File: src/sset_pkg.sv
package sset_pkg;

  // Store size and the widths that follow from it.
  localparam int CAPACITY = 64;
  localparam int CNT_W    = $clog2(CAPACITY + 1);
  localparam int KEY_W    = 32;

  // Field widths of the result channel.
  localparam int POSITION_W = 6;
  localparam int TOTAL_W    = 7;
  localparam int MODE_W     = 2;
  localparam int STATUS_W   = 3;

  // Request kinds.
  typedef enum logic [MODE_W-1:0] {
    MODE_INSERT = 2'd0,
    MODE_EXACT  = 2'd1,
    MODE_FLOOR  = 2'd2
  } mode_t;

  // Result codes.
  typedef enum logic [STATUS_W-1:0] {
    ST_INSERTED  = 3'd0,
    ST_PRESENT   = 3'd1,
    ST_FULL      = 3'd2,
    ST_FOUND     = 3'd3,
    ST_NOT_FOUND = 3'd4
  } status_t;

  // Controls broadcast to every cell of the chain.
  typedef struct packed {
    logic cmp_en;
    logic shift_en;
  } cell_ctrl_t;

  // Compare flags each cell reports back.
  typedef struct packed {
    logic lt;
    logic eq;
  } cell_flags_t;

endpackage

File: src/sset_cell.sv
module sset_cell
  import sset_pkg::*;
(
  input  logic                    clk,
  input  cell_ctrl_t              ctrl,
  input  logic                    occupied,
  input  logic signed [KEY_W-1:0] search_key,
  input  logic signed [KEY_W-1:0] insert_key,
  input  logic                    lt_prev,
  input  logic signed [KEY_W-1:0] prev_key,
  output logic signed [KEY_W-1:0] key_r,
  output cell_flags_t             flags_r
);

  logic signed [KEY_W-1:0] key_nxt;
  cell_flags_t             flags_nxt;

  // Compare the held key with the key of a new transaction.
  always_comb begin
    flags_nxt = flags_r;
    if (ctrl.cmp_en) begin
      flags_nxt.lt = occupied && (key_r < search_key);
      flags_nxt.eq = occupied && (key_r == search_key);
    end
  end

  // On insert, cells at or above the insert point take the key from below;
  // the cell at the insert point itself takes the new key.
  always_comb begin
    key_nxt = key_r;
    if (ctrl.shift_en && !flags_r.lt) begin
      key_nxt = lt_prev ? insert_key : prev_key;
    end
  end

  // Payload only, no reset needed.
  always_ff @(posedge clk) begin
    key_r   <= key_nxt;
    flags_r <= flags_nxt;
  end

endmodule

File: config.mk
export PLATFORM = sky130hd
export DESIGN_NAME = sset_cell
export DESIGN_NICKNAME = d
export VERILOG_FILES = /design/src/sset_pkg.sv /design/src/sset_cell.sv
export SDC_FILE = /design/constraint.sdc
export NUM_CORES = 1
export LEC_CHECK = 0
export ABC_AREA = 1
export BUFFER_PORTS_ARGS = -buffer_cell sky130_fd_sc_hd__buf_2
export CORE_MARGIN = 1
export CORE_UTILIZATION = 44
export CTS_BUF_LIST = sky130_fd_sc_hd__clkbuf_8 sky130_fd_sc_hd__clkbuf_16
export DETAILED_ROUTE_END_ITERATION = 10
export GPL_TIMING_DRIVEN = 0
export HOLD_SLACK_MARGIN = 0.05
export PLACE_DENSITY_LB_ADDON = 0.05
export SYNTH_ARGS = -nofsm -noshare
export SYNTH_HDL_FRONTEND = slang
export SYNTH_SLANG_ARGS = --single-unit
File: constraint.sdc
create_clock -name clk -period 3.15 [get_ports clk]
set_input_delay 0.7875 -clock clk [delete_from_list [all_inputs] [get_ports clk]]
set_output_delay 0.7875 -clock clk [all_outputs]
set_load 0.005 [all_outputs]
==> results of run 1 <==
## cell type report
cell class | count | area (um2) | share of cell area
timing repair buffer | 133 | 666 | 0.211
clock buffer | 5 | 68.8 | 0.0218
buffer | 4 | 26.3 | 0.00833
inverter | 42 | 158 | 0.0500
sequential | 34 | 1020 | 0.324
clock inverter | 3 | 12.5 | 0.00397
tap | 70 | 87.6 | 0.0278
multi-input combinational | 137 | 1110 | 0.353
## cells in the mapped netlist
library cell / count / share of area
inv_1: 39 / 0.063
edfxtp_1: 34 / 0.44
nand2_1: 34 / 0.055
ha_1: 32 / 0.17
mux2_2: 30 / 0.15
a21oi_1: 14 / 0.030
nor2_1: 8 / 0.013
buf_4: 3 / 0.0097
inv_2: 3 / 0.0049
mux2_1: 2 / 0.0097
nand2_2: 2 / 0.0054
nand4_1: 2 / 0.0054
nor2_2: 2 / 0.0054
o21ai_0: 2 / 0.0043
a21o_1: 1 / 0.0032
a21oi_2: 1 / 0.0038
and3_2: 1 / 0.0032
clkbuf_1: 1 / 0.0016
nand3_1: 1 / 0.0022
nand3_2: 1 / 0.0043
nor3_1: 1 / 0.0022
nor3_2: 1 / 0.0043
o21a_1: 1 / 0.0032
o21a_2: 1 / 0.0038
## metal layers
layer | routed length [um] | vias up | track usage | share of wire
met5 | 0 | - | 0 | 0
met1 | 2050 | 850 | 0.190 | 0.44
li1 | - | 1013 | - | -
met3 | 333 | 5 | 0.0461 | 0.071
met2 | 2250 | 78 | 0.308 | 0.48
met4 | 40 | 0 | 0.0650 | 0.0086
## per-stage QoR
step / area [um2] / std cells / total power, mW
after floorplan: 2310 / 217 / 0.707
after detailed placement: 3070 / 420 / 0.825
after CTS: 3150 / 428 / 1.13
after global placement: 3060 / 420 / 0.817
after global routing: 3150 / 428 / 1.18
final: 3150 / 428 / 1.12
## registers in the layout, summed over array words and instances (netlist names)
signal	cells
flags_r	2
key_r	32
## worst min-delay path by stage
| stage | endpoint | slack [ns] | cells past startpoint |
|---|---|---|---|
| 4_1_cts | flags_r[0]$_DFFE_PP_ | 0.72 | 1 |
| 5_1_grt | flags_r[0]$_DFFE_PP_ | 0.73 | 1 |
| 2_1_floorplan | flags_r[1]$_DFFE_PP_ | 0.82 | 5 |
| 3_3_place_gp | flags_r[1]$_DFFE_PP_ | 0.87 | 5 |
| 3_5_place_dp | key_r[1]$_DFFE_PP_ | 0.82 | 1 |
| 6_report | flags_r[0]$_DFFE_PP_ | 0.72 | 1 |
## report_power, final
| group | internal, mW | leakage (nW) | switching (mW) |
|---|---|---|---|
| registers | 0.538 | 0.323 | 0.0146 |
| clock network | 0.149 | 0.0468 | 0.158 |
| logic | 0.139 | 1.29 | 0.119 |
## cell families after synthesis
kind of cell | after synthesis | synth area share
adder cells (fa/ha/maj) | 32 | 0.173
multiplexers | 32 | 0.156
buffers and inverters | 46 | 0.0796
flip-flops | 34 | 0.442
AND/OR/NAND/NOR | 53 | 0.101
AO/OA/AOI/OAI | 20 | 0.0487
==> run metrics, run 1 <==
status=complete, no violations; Cell Area, Synth=0.00231 mm2; Max-Cap Viols=0; DR WL/cell=10.9 um; PD cells=354 mW/mm2; die area=0.00555 mm2; gr usage total=0.170; Initial Util=0.455; Die W=74.5 um; clk_lat worst skew=0.28 ns; worst slew pin tran=0.908 ns; clk sinks=34; register bit total from synthesis=34; Synth Net Count=350; Iter 0 DRT Violations=31; Avg Inst Size Synth=10.6 um2; TritonCTS clock tree=built; post-route core utilization=0.621; cell family with most CP delay=simple AND/OR/NAND/NOR gates; CP Launch Type=input port; minimum clock period=1.87 ns; most used cell along the critical path=nor2_1; CTS root buffer=clkbuf_8; Fillers=458; clk_skew=0.00537 ns; Crit-path slowest cell=ha_1; Finish-stage setup viols=0; crit share post-route=0.595; drt total wl=4670 um; via count=1,946; hold slack=0.722 ns; Mapped Cells=217; PortBufs=133; CTS max path bufs=2; DP HPWL=3890 um; first-pass GRT wire length=7070 um; RSZ-0062 raised after global routing=false; gpl congestion=0.715; CP endpoint kind=flop; most frequent cells in the layout=buf_2, inv_1, nand2_1, edfxtp_1, ha_1; peak supply drop=0.285 mV; Core Footprint=0.00507 mm2; R2R Path End=flags_r[1]$_DFFE_PP_; total of cells resized after clock tree synthesis=0; Die Y=74.5 um; IO Pins=135; DRC=0; max_slew headroom=0.393; r2r setup slk=1.48 ns; # hold bufs at CTS=0; sequential element share of the synthesized area=0.442; Hold WC Path Type=in -> reg; cell count along the critical path=10; DRT Pass-1 Iters=4; Inserted Diodes=0; Hold Crit Start=ctrl[1]; Row Count=26; crit-path cells=buf_2 -> inv_1 -> ha_1 -> nand2_1 -> nor2_1 -> nand4_1 -> nor2_2 -> nand2_2 -> a21oi_1 -> nor2_1; area delta synth->final=36.4%; Overflow after GRT=0; worst endpoint required time=3.19 ns; largest net degree at the start of global routing=33; antenna-violating nets left=0; slack of the critical path=1.28 ns; layout cells sized above 1=0.517; Final #Nets=490; Crit path buffers/inverters=2; Synth cell types=24; crit path to=flags_r[1]$_DFFE_PP_; H-tree levels=2; synth warn=0; R2R depth=8; vias per inst=4.55; vias in the first global route=1,822; final hold vios=0; Critical Path AT=1.91 ns; f_max=534 MHz; worst r2r src=key_r[31]$_DFFE_PP_; DP Worst Slack=0.949 ns; initial antenna violation count=0; WS Path Type=in -> reg; commonest non-fill, non-tap cell in the layout=buf_2; setup_tns=0 ns; slowest stage delay, CP=0.28 ns; Post-CTS Setup Inserts=0; LEAKAGE=1.66 nW; Crit Path Max Fanout=2; Slew Limit Fails=0; Reg clk slew, reported paths=0.07 ns; crit path from=search_key[23]; total CTS buffers=5
No activity file was read; power rests on OpenSTA's default activity.
==> run 2, diff against run 1 <==
- clock period: 3.15 -> 1.85 ns (I/O delays scaled with it)
==> run metrics, run 2 (synthesis gave the netlist of run 1 again) <==
clk_skew=0.00606 ns (+0.000692 ns); Die Y=74.5 um (unchanged); commonest non-fill, non-tap cell in the layout=buf_2; minimum clock period=1.67 ns; Iter 0 DRT Violations=18 (-42%); Sequential Power Share=0.495 (about the same); slowest stage delay, CP=0.39 ns (+0.11 ns); Crit-path slowest cell=edfxtp_1; DRC=0 (unchanged); Largest register FFs=32 (unchanged); largest reg by FF count=key_r; Core Footprint=0.00507 mm2 (unchanged); DRT Pass-1 Iters=4 (unchanged); final hold vios=0 (unchanged); Slew Limit Fails=0 (unchanged); WS Path Type=reg -> reg; Row Count=26 (unchanged); worst endpoint required time=1.89 ns (-1.30 ns); worst slew pin tran=0.898 ns (-0.0107 ns); largest net degree at the start of global routing=33 (unchanged); Reg clk slew, reported paths=0.07 ns (about the same); via count=1,934 (-0.62%); Post-CTS Setup Inserts=0 (unchanged); vias per inst=4.52 (-0.62%); vias in the first global route=1,768 (-3.0%); Final #Nets=490 (unchanged); Switch Pwr=496 uW (+70%); die area=0.00555 mm2 (unchanged); # hold bufs at CTS=0 (unchanged); max_slew headroom=0.400 (+0.00712); switching part of the total=0.261 (about the same); clk sinks=34 (unchanged); IO Pins=135 (unchanged); Power Total=1.90 mW (+70%); CP endpoint kind=flop; crit-path cells=ha_1 -> nand2_1 -> nor2_2 -> nand2_2 -> nor2_2 -> nand2_2 -> a21oi_1 -> nor2_1; H-tree levels=2 (unchanged); total CTS buffers=5 (unchanged); Finish-stage setup viols=0 (unchanged); CP Launch Type=flop; Largest regs=key_r x32, flags_r x2; crit share post-route=0.903; PortBufs=133 (unchanged); PD cells=603 mW/mm2 (+70%); Crit path buffers/inverters=0 (-2); Crit Path Max Fanout=3 (+1); Critical Path AT=1.71 ns (-0.20 ns); Initial Util=0.455 (unchanged); gpl congestion=0.678 (-5.1%); LEAKAGE=1.66 nW (unchanged); peak supply drop=0.482 mV (+69%); Die W=74.5 um (unchanged); area delta synth->final=36.4% (unchanged); most frequent cells in the layout=buf_2, inv_1, nand2_1, edfxtp_1, ha_1; DP HPWL=3920 um (+0.83%); Clk pwr share=0.275 (about the same); status=complete, no violations; part of the power in combinational logic=0.230 (about the same); DR WL/cell=11.0 um (+0.81%); hold slack=0.399 ns (-0.323 ns); clk_lat worst skew=0.28 ns (about the same); total of cells resized after clock tree synthesis=0 (unchanged); Inserted Diodes=0 (unchanged); CTS max path bufs=2 (unchanged); drt total wl=4710 um (+0.81%); layout cells sized above 1=0.517 (unchanged); Overflow after GRT=0 (unchanged); gr usage total=0.172 (+0.00200); Fillers=469 (+2.4%); f_max=599 MHz; Max-Cap Viols=0 (unchanged); first-pass GRT wire length=7080 um (+0.20%); antenna-violating nets left=0 (unchanged); Int Pwr=1.40 mW (+70%); RSZ-0062 raised after global routing=false; Hold WC Path Type=in -> reg; cell family with most CP delay=simple AND/OR/NAND/NOR gates; TritonCTS clock tree=built; CTS root buffer=clkbuf_8; initial antenna violation count=0 (unchanged)
run 2: cell counts in the layout (fill, tap and decap cells not counted):
No cell type changed its count.
run 2: final timing paths:
kind | start | to | slack (ns) | cells past startpoint
setup / recovery | key_r[31]$_DFFE_PP_ | flags_r[1]$_DFFE_PP_ | 0.18 | 8
hold / removal | ctrl[1] | flags_r[0]$_DFFE_PP_ | 0.40 | 1
setup reg to reg | key_r[31]$_DFFE_PP_ | flags_r[1]$_DFFE_PP_ | 0.18 | 8
hold reg to reg | flags_r[1]$_DFFE_PP_ | key_r[1]$_DFFE_PP_ | 0.81 | 1
run 2: area by class of cell:
type / instances / area, um2 / area share
multi-input cells: 137 / 1110 / 0.353
flip-flops and latches: 34 / 1020 / 0.324
repair buffers: 133 / 666 / 0.211
inverters: 42 / 158 / 0.0500
well taps: 70 / 87.6 / 0.0278
clock buffers: 5 / 68.8 / 0.0218
plain buffers: 4 / 26.3 / 0.00833
clock inverters: 3 / 12.5 / 0.00397
run 2: layer usage:
| layer | GRT usage | part of all wire | up-vias |
|---|---|---|---|
| met2 | 0.293 | 0.47 | 79 |
| li1 | - | - | 1017 |
| met3 | 0.0556 | 0.086 | 6 |
| met1 | 0.206 | 0.43 | 832 |
| met4 | 0.0566 | 0.011 | 0 |
| met5 | 0 | 0 | - |
run 2: per-stage QoR:
step                       util  instance area, um2  setup TNS (ns)  setup WS, ns  std cells
final                     0.621                3150               0         0.180        428
after detailed placement  0.605                3070         -0.0106       -0.0106        420
after floorplan               -                2310               0         0.122        217
after global routing      0.621                3150               0        0.0226        428
after CTS                 0.621                3150               0         0.166        428
after global placement    0.604                3070          -13.45        -0.422        420
run 2: power by group through the flow:
stage / logic, mW / registers (mW) / clock network, mW
floorplan: 0.242 / 0.962 / 0
global placement: 0.434 / 0.956 / 0
detailed placement: 0.445 / 0.959 / 0
CTS: 0.447 / 0.942 / 0.543
finish: 0.438 / 0.941 / 0.522
global route: 0.506 / 0.947 / 0.561
